--- config.mk ---
export PLATFORM = sky130hd
export DESIGN_NAME = layer_zorder_manager_core
export DESIGN_NICKNAME = d
export VERILOG_FILES = /design/src/rtl/lzm_pkg.sv /design/src/rtl/lzm_span_unit.sv /design/src/rtl/layer_zorder_manager_core.sv
export SDC_FILE = /design/constraint.sdc
export NUM_CORES = 2
export LEC_CHECK = 0
export BUFFER_PORTS_ARGS = -buffer_cell sky130_fd_sc_hd__buf_2
export CORE_ASPECT_RATIO = 1.1
export CORE_MARGIN = 1
export CORE_UTILIZATION = 57
export DETAILED_ROUTE_END_ITERATION = 6
export GPL_TIMING_DRIVEN = 0
export PLACE_DENSITY = 0.83
export REMOVE_ABC_BUFFERS = 1
export SETUP_SLACK_MARGIN = 0.02
export SLEW_MARGIN = 5
export SYNTH_ARGS = -nofsm -noshare
export SYNTH_HDL_FRONTEND = slang
export SYNTH_SLANG_ARGS = --single-unit
--- constraint.sdc ---
create_clock -name aclk -period 7.6 [get_ports aclk]
set_input_delay 0 -clock aclk [delete_from_list [all_inputs] [get_ports aclk]]
set_output_delay 0 -clock aclk [all_outputs]
set_load 0.05 [all_outputs]
--- src/rtl/lzm_pkg.sv ---
// Shared types and constants for the layer z-order manager.
package lzm_pkg;

    localparam int MAX_LAYERS = 16;
    localparam int IDX_W      = $clog2(MAX_LAYERS);
    localparam int HGT_W      = IDX_W + 1;     // heights -1 .. MAX_LAYERS-1
    localparam int OP_W       = 3;
    localparam int REQ_W      = 9;
    localparam int COORD_W    = 12;
    localparam int SIZE_W     = 11;
    localparam int RECT_W     = 13;

    typedef logic [OP_W-1:0] op_t;

    localparam op_t OP_ALLOC  = 3'd0;
    localparam op_t OP_SIZE   = 3'd1;
    localparam op_t OP_HEIGHT = 3'd2;
    localparam op_t OP_MOVE   = 3'd3;
    localparam op_t OP_FREE   = 3'd4;

    localparam logic signed [HGT_W-1:0] HIDDEN = -1;

    typedef enum logic [2:0] {
        ST_IDLE,
        ST_DECODE,
        ST_SCAN,
        ST_SHIFT,
        ST_PLACE,
        ST_RECT_X,
        ST_RECT_Y,
        ST_FINISH
    } state_t;

    // One axis of a span: two start coordinates and an extent.
    typedef struct packed {
        logic signed [COORD_W-1:0] a;
        logic signed [COORD_W-1:0] b;
        logic [SIZE_W-1:0]         size;
    } span_req_t;

    // Inclusive low and high ends of the covering span.
    typedef struct packed {
        logic signed [RECT_W-1:0] lo;
        logic signed [RECT_W-1:0] hi;
    } span_rsp_t;

endpackage

--- src/rtl/lzm_span_unit.sv ---
// Shared compare and add unit: covering span of two equal-length segments.
module lzm_span_unit import lzm_pkg::*; (
    input  span_req_t req,
    output span_rsp_t rsp
);

    logic                      a_lt_b;
    logic signed [COORD_W-1:0] lo_c;
    logic signed [COORD_W-1:0] hi_c;
    logic        [RECT_W-1:0]  lo_ext;
    logic        [RECT_W-1:0]  hi_ext;

    always_comb begin
        a_lt_b = $signed(req.a) < $signed(req.b);
        lo_c   = a_lt_b ? req.a : req.b;
        hi_c   = a_lt_b ? req.b : req.a;
        lo_ext = {{(RECT_W-COORD_W){lo_c[COORD_W-1]}}, lo_c};
        hi_ext = {{(RECT_W-COORD_W){hi_c[COORD_W-1]}}, hi_c};
        rsp.lo = lo_ext;
        // inclusive end: start + extent - 1
        rsp.hi = hi_ext + RECT_W'(req.size) - RECT_W'(1);
    end

endmodule

--- src/rtl/layer_zorder_manager_core.sv ---
// Layer z-order manager: slot table, stacking list and redraw rectangles.
//
// Each input word is one window-system command (allocate, set size, set
// height, move, free) and yields exactly one result word. The core works
// on one command at a time: s_tready is high only while idle. Allocate
// scans the slots for a free one (1..16 slots scanned); set size,
// unknown codes and moving a hidden layer go straight to the result;
// moving a visible layer also builds the rectangle, and a height change
// or freeing a visible layer first shifts 0..15 stacking-list entries
// and places the layer. The sequencer walks the stacking list and the
// free-slot scan one entry per cycle; the shared span unit gives the
// rectangle's x span, then its y span. A finished result sits in the
// output register; the next command is taken while it waits, and the
// core only stalls at that command's end if the old word is still waiting.
module layer_zorder_manager_core import lzm_pkg::*; (
    input  logic        aclk,
    input  logic        aresetn,
    // s_tdata, from bit 0: layer_index, new_height, pos_x, pos_y, size_x,
    // size_y, zero fill
    input  logic        s_tvalid,
    output logic        s_tready,
    input  logic [63:0] s_tdata,
    // s_tuser: operation
    input  logic [2:0]  s_tuser,
    // m_tdata, from bit 0: status, allocated_slot, redraw, rect_left,
    // rect_top, rect_right, rect_bottom, top_height, applied_height,
    // zero fill
    output logic        m_tvalid,
    input  logic        m_tready,
    output logic [71:0] m_tdata
);

    // input word layout
    localparam int IDX_LSB  = 0;
    localparam int REQ_LSB  = IDX_LSB + IDX_W;
    localparam int PX_LSB   = REQ_LSB + REQ_W;
    localparam int PY_LSB   = PX_LSB + COORD_W;
    localparam int SX_LSB   = PY_LSB + COORD_W;
    localparam int SY_LSB   = SX_LSB + SIZE_W;
    localparam int OUT_BITS = 1 + IDX_W + 1 + 4 * RECT_W + 2 * HGT_W;
    localparam int OUT_W    = ((OUT_BITS + 7) / 8) * 8;

    localparam logic [IDX_W-1:0] LAST_SLOT = IDX_W'(MAX_LAYERS - 1);

    state_t state_reg, state_next;

    // latched command
    op_t                       op_reg;
    logic [IDX_W-1:0]          idx_reg;
    logic signed [REQ_W-1:0]   req_h_reg;
    logic signed [COORD_W-1:0] px_reg;
    logic signed [COORD_W-1:0] py_reg;
    logic [SIZE_W-1:0]         sx_reg;
    logic [SIZE_W-1:0]         sy_reg;

    // slot table and stacking list
    logic [IDX_W-1:0]          order_reg  [MAX_LAYERS];
    logic signed [HGT_W-1:0]   height_reg [MAX_LAYERS];
    logic [MAX_LAYERS-1:0]     in_use_reg;
    logic signed [COORD_W-1:0] left_reg   [MAX_LAYERS];
    logic signed [COORD_W-1:0] ypos_reg   [MAX_LAYERS];
    logic [SIZE_W-1:0]         width_reg  [MAX_LAYERS];
    logic [SIZE_W-1:0]         tall_reg   [MAX_LAYERS];
    logic signed [HGT_W-1:0]   top_idx_reg;

    // list walk control
    logic [IDX_W-1:0]          dst_reg;
    logic [IDX_W-1:0]          end_reg;
    logic                      up_reg;
    logic                      hide_reg;
    logic                      grow_reg;
    logic                      move_reg;
    logic                      free_reg;
    logic signed [HGT_W-1:0]   h_reg;

    // result being built
    logic                      res_status_reg;
    logic [IDX_W-1:0]          res_slot_reg;
    logic                      res_redraw_reg;
    logic signed [RECT_W-1:0]  res_l_reg;
    logic signed [RECT_W-1:0]  res_t_reg;
    logic signed [RECT_W-1:0]  res_r_reg;
    logic signed [RECT_W-1:0]  res_b_reg;

    // output register
    logic                      m_valid_reg;
    logic [OUT_W-1:0]          m_data_reg;

    // decode-time values
    logic                      slot_ok;
    logic signed [HGT_W-1:0]   old_h;
    logic signed [REQ_W:0]     req_ext;
    logic signed [REQ_W:0]     top_ext;
    logic signed [REQ_W:0]     lim_ext;
    logic signed [REQ_W:0]     clamp_a;
    logic signed [HGT_W-1:0]   tgt_h;
    logic signed [HGT_W-1:0]   top_inc;
    logic                      go_shift;

    // walk step
    logic [IDX_W-1:0]          src_idx;
    logic [IDX_W-1:0]          mv_slot;
    logic                      shift_more;
    logic signed [HGT_W-1:0]   applied_h;

    // control outputs
    logic                      out_load;

    span_req_t                 span_req;
    span_rsp_t                 span_rsp;

    lzm_span_unit u_span (
        .req (span_req),
        .rsp (span_rsp)
    );

    always_comb begin
        slot_ok = in_use_reg[idx_reg];
        old_h   = height_reg[idx_reg];
        req_ext = {req_h_reg[REQ_W-1], req_h_reg};
        top_ext = {{(REQ_W+1-HGT_W){top_idx_reg[HGT_W-1]}}, top_idx_reg};
        // a visible layer tops out at top_index, a hidden one may go above
        lim_ext = old_h[HGT_W-1] ? top_ext + (REQ_W+1)'(1) : top_ext;
        clamp_a = (req_ext > lim_ext) ? lim_ext : req_ext;
        if (op_reg == OP_FREE) begin
            tgt_h = HIDDEN;
        end else if (clamp_a[REQ_W]) begin
            tgt_h = HIDDEN;
        end else begin
            tgt_h = clamp_a[HGT_W-1:0];
        end
        top_inc  = top_idx_reg + HGT_W'(1);
        go_shift = slot_ok && (((op_reg == OP_HEIGHT) && (old_h != tgt_h)) ||
                               ((op_reg == OP_FREE) && !old_h[HGT_W-1]));

        src_idx    = up_reg ? dst_reg + IDX_W'(1) : dst_reg - IDX_W'(1);
        mv_slot    = order_reg[src_idx];
        shift_more = up_reg ? (dst_reg < end_reg) : (dst_reg > end_reg);
        applied_h  = (op_reg == OP_ALLOC) ? HIDDEN : height_reg[idx_reg];
    end

    // x axis then y axis through the one span unit
    always_comb begin
        if (state_reg == ST_RECT_Y) begin
            span_req.a    = ypos_reg[idx_reg];
            span_req.b    = move_reg ? py_reg : ypos_reg[idx_reg];
            span_req.size = tall_reg[idx_reg];
        end else begin
            span_req.a    = left_reg[idx_reg];
            span_req.b    = move_reg ? px_reg : left_reg[idx_reg];
            span_req.size = width_reg[idx_reg];
        end
    end

    // next state
    always_comb begin
        state_next = state_reg;
        case (state_reg)
            ST_IDLE: begin
                if (s_tvalid) state_next = ST_DECODE;
            end
            ST_DECODE: begin
                case (op_reg)
                    OP_ALLOC:           state_next = ST_SCAN;
                    OP_HEIGHT, OP_FREE: state_next = go_shift ? ST_SHIFT : ST_FINISH;
                    OP_MOVE: begin
                        state_next = (slot_ok && !old_h[HGT_W-1]) ? ST_RECT_X
                                                                   : ST_FINISH;
                    end
                    default:            state_next = ST_FINISH;
                endcase
            end
            ST_SCAN: begin
                if (!in_use_reg[dst_reg] || (dst_reg == LAST_SLOT)) state_next = ST_FINISH;
            end
            ST_SHIFT: begin
                if (!shift_more) state_next = ST_PLACE;
            end
            ST_PLACE:  state_next = ST_RECT_X;
            ST_RECT_X: state_next = ST_RECT_Y;
            ST_RECT_Y: state_next = ST_FINISH;
            ST_FINISH: begin
                if (out_load) state_next = ST_IDLE;
            end
            default:   state_next = ST_IDLE;
        endcase
    end

    // outputs of the sequencer
    always_comb begin
        s_tready = (state_reg == ST_IDLE);
        out_load = (state_reg == ST_FINISH) && (!m_valid_reg || m_tready);
    end

    always_ff @(posedge aclk) begin
        if (!aresetn) begin
            state_reg   <= ST_IDLE;
            in_use_reg  <= '0;
            top_idx_reg <= HIDDEN;
            m_valid_reg <= 1'b0;
            for (int i = 0; i < MAX_LAYERS; i++) begin
                height_reg[i] <= HIDDEN;
                left_reg[i]   <= '0;
                ypos_reg[i]   <= '0;
                width_reg[i]  <= '0;
                tall_reg[i]   <= '0;
            end
        end else begin
            state_reg <= state_next;

            if (out_load) begin
                m_valid_reg <= 1'b1;
            end else if (m_tready) begin
                m_valid_reg <= 1'b0;
            end

            case (state_reg)
                ST_IDLE: begin
                    if (s_tvalid) begin
                        op_reg    <= s_tuser;
                        idx_reg   <= s_tdata[IDX_LSB +: IDX_W];
                        req_h_reg <= s_tdata[REQ_LSB +: REQ_W];
                        px_reg    <= s_tdata[PX_LSB +: COORD_W];
                        py_reg    <= s_tdata[PY_LSB +: COORD_W];
                        sx_reg    <= s_tdata[SX_LSB +: SIZE_W];
                        sy_reg    <= s_tdata[SY_LSB +: SIZE_W];
                    end
                end
                ST_DECODE: begin
                    res_status_reg <= 1'b0;
                    res_slot_reg   <= '0;
                    res_redraw_reg <= 1'b0;
                    res_l_reg      <= '0;
                    res_t_reg      <= '0;
                    res_r_reg      <= '0;
                    res_b_reg      <= '0;
                    move_reg       <= (op_reg == OP_MOVE);
                    free_reg       <= (op_reg == OP_FREE);
                    hide_reg       <= 1'b0;
                    grow_reg       <= 1'b0;
                    h_reg          <= tgt_h;
                    dst_reg        <= '0;
                    case (op_reg)
                        OP_SIZE: begin
                            if (slot_ok) begin
                                width_reg[idx_reg] <= sx_reg;
                                tall_reg[idx_reg]  <= sy_reg;
                            end
                        end
                        OP_MOVE: begin
                            // hidden layer: just reposition, no rectangle
                            if (slot_ok && old_h[HGT_W-1]) begin
                                left_reg[idx_reg] <= px_reg;
                                ypos_reg[idx_reg] <= py_reg;
                            end
                        end
                        OP_HEIGHT, OP_FREE: begin
                            if (slot_ok && (op_reg == OP_FREE) && old_h[HGT_W-1]) begin
                                in_use_reg[idx_reg] <= 1'b0;
                            end
                            if (old_h > tgt_h) begin
                                dst_reg <= old_h[IDX_W-1:0];
                                if (!tgt_h[HGT_W-1]) begin
                                    // lowered: entries in between move up
                                    up_reg  <= 1'b0;
                                    end_reg <= tgt_h[IDX_W-1:0];
                                end else begin
                                    // hidden: close the gap down to the top
                                    up_reg   <= 1'b1;
                                    end_reg  <= top_idx_reg[IDX_W-1:0];
                                    hide_reg <= 1'b1;
                                end
                            end else if (!old_h[HGT_W-1]) begin
                                // raised: entries in between move down
                                up_reg  <= 1'b1;
                                dst_reg <= old_h[IDX_W-1:0];
                                end_reg <= tgt_h[IDX_W-1:0];
                            end else begin
                                // shown: open a gap, list grows by one
                                up_reg   <= 1'b0;
                                dst_reg  <= top_inc[IDX_W-1:0];
                                end_reg  <= tgt_h[IDX_W-1:0];
                                grow_reg <= 1'b1;
                            end
                        end
                        default: ;
                    endcase
                end
                ST_SCAN: begin
                    if (!in_use_reg[dst_reg]) begin
                        in_use_reg[dst_reg] <= 1'b1;
                        height_reg[dst_reg] <= HIDDEN;
                        res_slot_reg        <= dst_reg;
                    end else if (dst_reg == LAST_SLOT) begin
                        res_status_reg <= 1'b1;
                    end else begin
                        dst_reg <= dst_reg + IDX_W'(1);
                    end
                end
                ST_SHIFT: begin
                    if (shift_more) begin
                        order_reg[dst_reg]  <= mv_slot;
                        height_reg[mv_slot] <= {1'b0, dst_reg};
                        dst_reg             <= src_idx;
                    end
                end
                ST_PLACE: begin
                    res_redraw_reg <= 1'b1;
                    if (hide_reg) begin
                        height_reg[idx_reg] <= HIDDEN;
                        top_idx_reg         <= top_idx_reg - HGT_W'(1);
                        if (free_reg) in_use_reg[idx_reg] <= 1'b0;
                    end else begin
                        order_reg[h_reg[IDX_W-1:0]] <= idx_reg;
                        height_reg[idx_reg]         <= h_reg;
                        if (grow_reg) top_idx_reg <= top_inc;
                    end
                end
                ST_RECT_X: begin
                    res_redraw_reg <= 1'b1;
                    res_l_reg      <= span_rsp.lo;
                    res_r_reg      <= span_rsp.hi;
                end
                ST_RECT_Y: begin
                    res_t_reg <= span_rsp.lo;
                    res_b_reg <= span_rsp.hi;
                    if (move_reg) begin
                        left_reg[idx_reg] <= px_reg;
                        ypos_reg[idx_reg] <= py_reg;
                    end
                end
                ST_FINISH: begin
                    if (out_load) begin
                        m_data_reg <= OUT_W'({applied_h, top_idx_reg,
                                              res_b_reg, res_r_reg, res_t_reg, res_l_reg,
                                              res_redraw_reg, res_slot_reg, res_status_reg});
                    end
                end
                default: ;
            endcase
        end
    end

    assign m_tvalid = m_valid_reg;
    assign m_tdata  = m_data_reg;

    // visible-slot map for the list invariant
    logic [MAX_LAYERS-1:0] vis_vec;
    always_comb begin
        for (int i = 0; i < MAX_LAYERS; i++) begin
            vis_vec[i] = !height_reg[i][HGT_W-1];
        end
    end

    a_accept_decodes: assert property (@(posedge aclk) disable iff (!aresetn)
        (s_tvalid && s_tready) |=> (state_reg == ST_DECODE))
        else $error("accepted word did not enter decode");

    a_walk_bound: assert property (@(posedge aclk) disable iff (!aresetn)
        (state_reg == ST_SHIFT) |->
            (up_reg ? (dst_reg <= end_reg) : (dst_reg >= end_reg)))
        else $error("list walk overran its end point");

    a_result_held: assert property (@(posedge aclk) disable iff (!aresetn)
        (state_reg == ST_FINISH && m_valid_reg && !m_tready) |=>
            (state_reg == ST_FINISH && m_valid_reg))
        else $error("pending result word was overwritten");

    a_list_packed: assert property (@(posedge aclk) disable iff (!aresetn)
        (state_reg == ST_IDLE) |-> ($countones(vis_vec) == int'(top_idx_reg) + 1))
        else $error("visible layer count does not match top index");

endmodule
==> impl_summary.md <==
Worst hold path
The type of the tightest min-delay check is in2reg.

Final layout
The final instance count without filler cells is 4,795. In the final layout, the share of cells above drive strength 1 is 22.37%. Summing all non-filler instances in the final layout gives an area of 0.05951 mm². 0 antenna diodes ended up in the layout. The net total in the final layout is 3,672.

The growth of design area from synthesis to finish is 17.48%.

Placed design
Input and output buffers added on the ports amount to 135. Counting tap cells, the placed design contains a total of 4,456 instances. The minimum setup slack after placement is -2.244 ns. Summed over all nets, the half-perimeter wirelength after detailed placement is 88.46 mm. The placed instances occupy a cell area of 0.05415 mm². The congestion estimate from routability-driven global placement came to 0.8807.

Drt
The number of optimization iterations in the first detailed-route pass is 7. For this block, the routed nets add up to 148.4 mm of wire. The count of nets left with antenna violations after detail routing is 0. After detailed routing, the number of vias per cell comes to 6.715. For this block, the via count after detailed routing is 32,200. The initial detailed-routing violation count is 4,668.

For this run, design rule violations remaining after detail routing come to 3. After detailed routing, the average wire length per cell comes to 30.95 µm.

Synthesis
Yosys mapped the design onto 84 distinct sky130hd cell types. In the synthesized netlist, the cells that appear most often are sky130_fd_sc_hd__edfxtp_1 (1,082), sky130_fd_sc_hd__and2_1 (754), sky130_fd_sc_hd__mux4_2 (271). The register bit count reported by yosys is 1,111. The most used flip-flop cell after synthesis is sky130_fd_sc_hd__edfxtp_1.

The average size of a mapped cell is 15.23 µm². The biggest area contributor in the post-synthesis netlist is sky130_fd_sc_hd__edfxtp_1. For this run, the number of Yosys warnings is 0. The share of the synthesized area in the top cell type is 64.15%.

The fraction of registers with async set/reset is 0%. Among all cell types in the netlist, the one instantiated most often is sky130_fd_sc_hd__edfxtp_1. In the post-synthesis netlist, the biggest area contributors are sky130_fd_sc_hd__edfxtp_1 (64%), sky130_fd_sc_hd__mux4_2 (12%), sky130_fd_sc_hd__and2_1 (9.3%), sky130_fd_sc_hd__clkbuf_1 (1.4%), sky130_fd_sc_hd__ha_1 (1.3%).

Counting every instance in the synthesized netlist gives 3,326. The register area share after synthesis is 65.29%. The count of flip-flops with a built-in enable after synthesis is 1,082.

In this run the cell area of the synthesized design comes to 0.05065 mm².

Global route
The most used routing layer is met2. Global routing used 7.634% of the available met3 tracks. Across every metal layer, demand over resource in global routing totals 32.94%.

The via count of the first global-routing pass is 32,780. The number of antenna violations at the first check in global routing is 4. The remaining global-route overflow is 0. The largest net degree at the start of global routing is 89. The global routing met1 resource utilization is 38.22%.

The met2 global-route usage is 54.74%. The global-route wire length before repair is 213.3 mm.

Setup path
At the worst endpoint, the arrival time is 7.71 ns. The combined buffer and inverter count along the critical path is 8. The cell with the largest stage delay on the worst path is sky130_fd_sc_hd__mux4_2. The kind of start point of the critical path is a flip-flop. The worst setup path is captured at a flip-flop. The most frequent cell on the critical path is sky130_fd_sc_hd__inv_1. The top fanout value on the critical path is 20.

The delay of the slowest cell on the worst path is 0.57 ns. At the worst endpoint, the required time is 8.02 ns. The cell family contributing the most delay on the critical path is compound AO/OA/AOI/OAI gates. The type of the worst setup path is reg2reg.

STA
The part of the cycle the worst path needs is 96.02%. The number of failing setup endpoints in the final timing report is 0. The final worst hold slack is 0.02522 ns. The final hold violation count is 0. The transition time of the tightest slew-check pin is 1.531 ns. The maximum achievable frequency is 0.1370 GHz.

The worst pin sits at a relative slew slack of -2.085%. The number of slew-limit violations in the final report was 26. The worst path needs 7.298 ns of the cycle, external delays included. The worst path meets setup with 0.3023 ns of slack. The clock tree skew after final layout is 0.05242 ns.

Clocking
Buffers inserted during clock tree synthesis total 108. After clock tree synthesis, the clock-pin slew on the worst setup and hold paths is 0.07 ns. TritonCTS built the clock tree.

The H-tree depth is 3. At the later pin of the worst-skew pair, clock insertion delay measures 0.72 ns. The clock tree root driver cell is sky130_fd_sc_hd__clkbuf_16. The TritonCTS sink count is 1,111. The number of buffers on the longest clock path is 3.

Power and ir drop
For this design the static power due to leakage is 21.24 nW. Across the VDD grid, the largest voltage drop is 0.0002179 V. The power consumption is 0.01558 W. The ratio of total power to cell area is 261.8 mW/mm².

Die
In this run the horizontal extent of the chip is 286.2 µm. Measured along the y axis, the die boundary spans 314.7 µm. The die covers 0.09006 mm².

The total area inside the core boundary comes to 0.08801 mm². The total I/O pin count is 145. After floorplanning, the core was divided into 114 placement rows. For this configuration, the core starts out at a cell density of 57.55%.

Status
The run finished, with violations left. The checks that failed: design-rule violations, max-capacitance violations, max-slew violations.

Flow run
Max-cap violations in this run came to 1.
-- repair_timing --
item / CTS / global route
gates cloned: 8 / 3
pin swaps: 3 / 5
hold buffers: 99 / 1
setup endpoints to repair: 27 / 15
hold endpoints to repair: 94 / 51
setup buffers: 8 / 19
gates resized for setup: 23 / 22
-- metrics by stage --
stage,setup TNS (ns),utilization (%)
floorplan,-3931.63,-
global placement,-9494.12,58.73
detailed placement,-39.14,61.53
CTS,0,67.21
global route,-0.03229,67.61
finish,0,67.61
-- logic make-up (layout without fill, tap and decap cells) --
family | count (synthesis) | count (layout) | synth area share, %
flops | 1111 | 1111 | 65.29
other cells | 1 | 4 | 0.007403
simple gates | 1243 | 1243 | 13.89
fa+ha+maj | 54 | 54 | 1.349
buf+inv | 319 | 622 | 2.633
mux | 323 | 323 | 13.13
xor+xnor | 25 | 25 | 0.4693
compound gates | 250 | 253 | 3.234
-- final timing paths --
kind	cells after the start	startpoint	to	slack, ns
hold reg to reg	0	res_slot_reg[2]	m_tdata[3]	0.42
setup reg to reg	30	flip-flop	res_r_reg[9]	0.30
hold / removal	2	s_tdata[41]	sx_reg[4]	0.03
setup / recovery	30	flip-flop	res_r_reg[9]	0.30
-- layout by cell type, fill, tap and decap left out, types with 8 or more instances in the layout --
cell,instances
sky130_fd_sc_hd__a21o_1,8
sky130_fd_sc_hd__a21oi_1,35
sky130_fd_sc_hd__a31oi_1,9
sky130_fd_sc_hd__and2_1,753
sky130_fd_sc_hd__and3_1,8
sky130_fd_sc_hd__buf_16,53
sky130_fd_sc_hd__buf_2,135
sky130_fd_sc_hd__buf_4,29
sky130_fd_sc_hd__buf_8,27
sky130_fd_sc_hd__bufinv_16,15
sky130_fd_sc_hd__clkbuf_1,26
sky130_fd_sc_hd__clkbuf_16,111
sky130_fd_sc_hd__clkinv_1,17
sky130_fd_sc_hd__clkinv_2,18
sky130_fd_sc_hd__dfxtp_1,26
sky130_fd_sc_hd__dlygate4sd3_1,100
sky130_fd_sc_hd__edfxtp_1,1082
sky130_fd_sc_hd__ha_1,52
sky130_fd_sc_hd__inv_1,61
sky130_fd_sc_hd__mux2i_1,43
sky130_fd_sc_hd__mux4_2,271
sky130_fd_sc_hd__nand2_1,164
sky130_fd_sc_hd__nand2b_1,14
sky130_fd_sc_hd__nand3_1,63
sky130_fd_sc_hd__nand4_1,14
sky130_fd_sc_hd__nor2_1,95
sky130_fd_sc_hd__nor2_2,32
sky130_fd_sc_hd__nor2b_1,19
sky130_fd_sc_hd__nor3_1,16
sky130_fd_sc_hd__o211ai_1,18
sky130_fd_sc_hd__o21ai_0,38
sky130_fd_sc_hd__o21ai_1,10
sky130_fd_sc_hd__o21ai_2,8
sky130_fd_sc_hd__o21ai_4,33
sky130_fd_sc_hd__o22ai_1,11
sky130_fd_sc_hd__o31ai_1,22
sky130_fd_sc_hd__or3_1,25
sky130_fd_sc_hd__xnor2_1,14
sky130_fd_sc_hd__xor2_1,10
-- power breakdown --
| group | switching [W] | total [W] | internal (W) |
|---|---|---|---|
| Clock | 0.00243 | 0.00560 | 0.00317 |
| Combinational | 0.00167 | 0.00277 | 0.00110 |
| Sequential | 0.000203 | 0.00721 | 0.00700 |
| Total | 0.00430 | 0.0156 | 0.0113 |
-- cell type report --
class	instances	area [µm²]
sequential	1111	33080
fill	5285	28500
multi-input combinational	1902	16920
timing repair buffer	362	4178
clock buffer	136	2839
tap	1160	1451
clock inverter	62	800.8
inverter	62	237.7
-- routing by layer --
metal  routed length (µm)  vias to the layer above
met5                   71                        -
met1                46140                    15650
met4                10730                        6
met3                18420                      706
met2                73050                     2963
li1                     -                    12870
No activity file was read; power rests on OpenSTA's default activity.
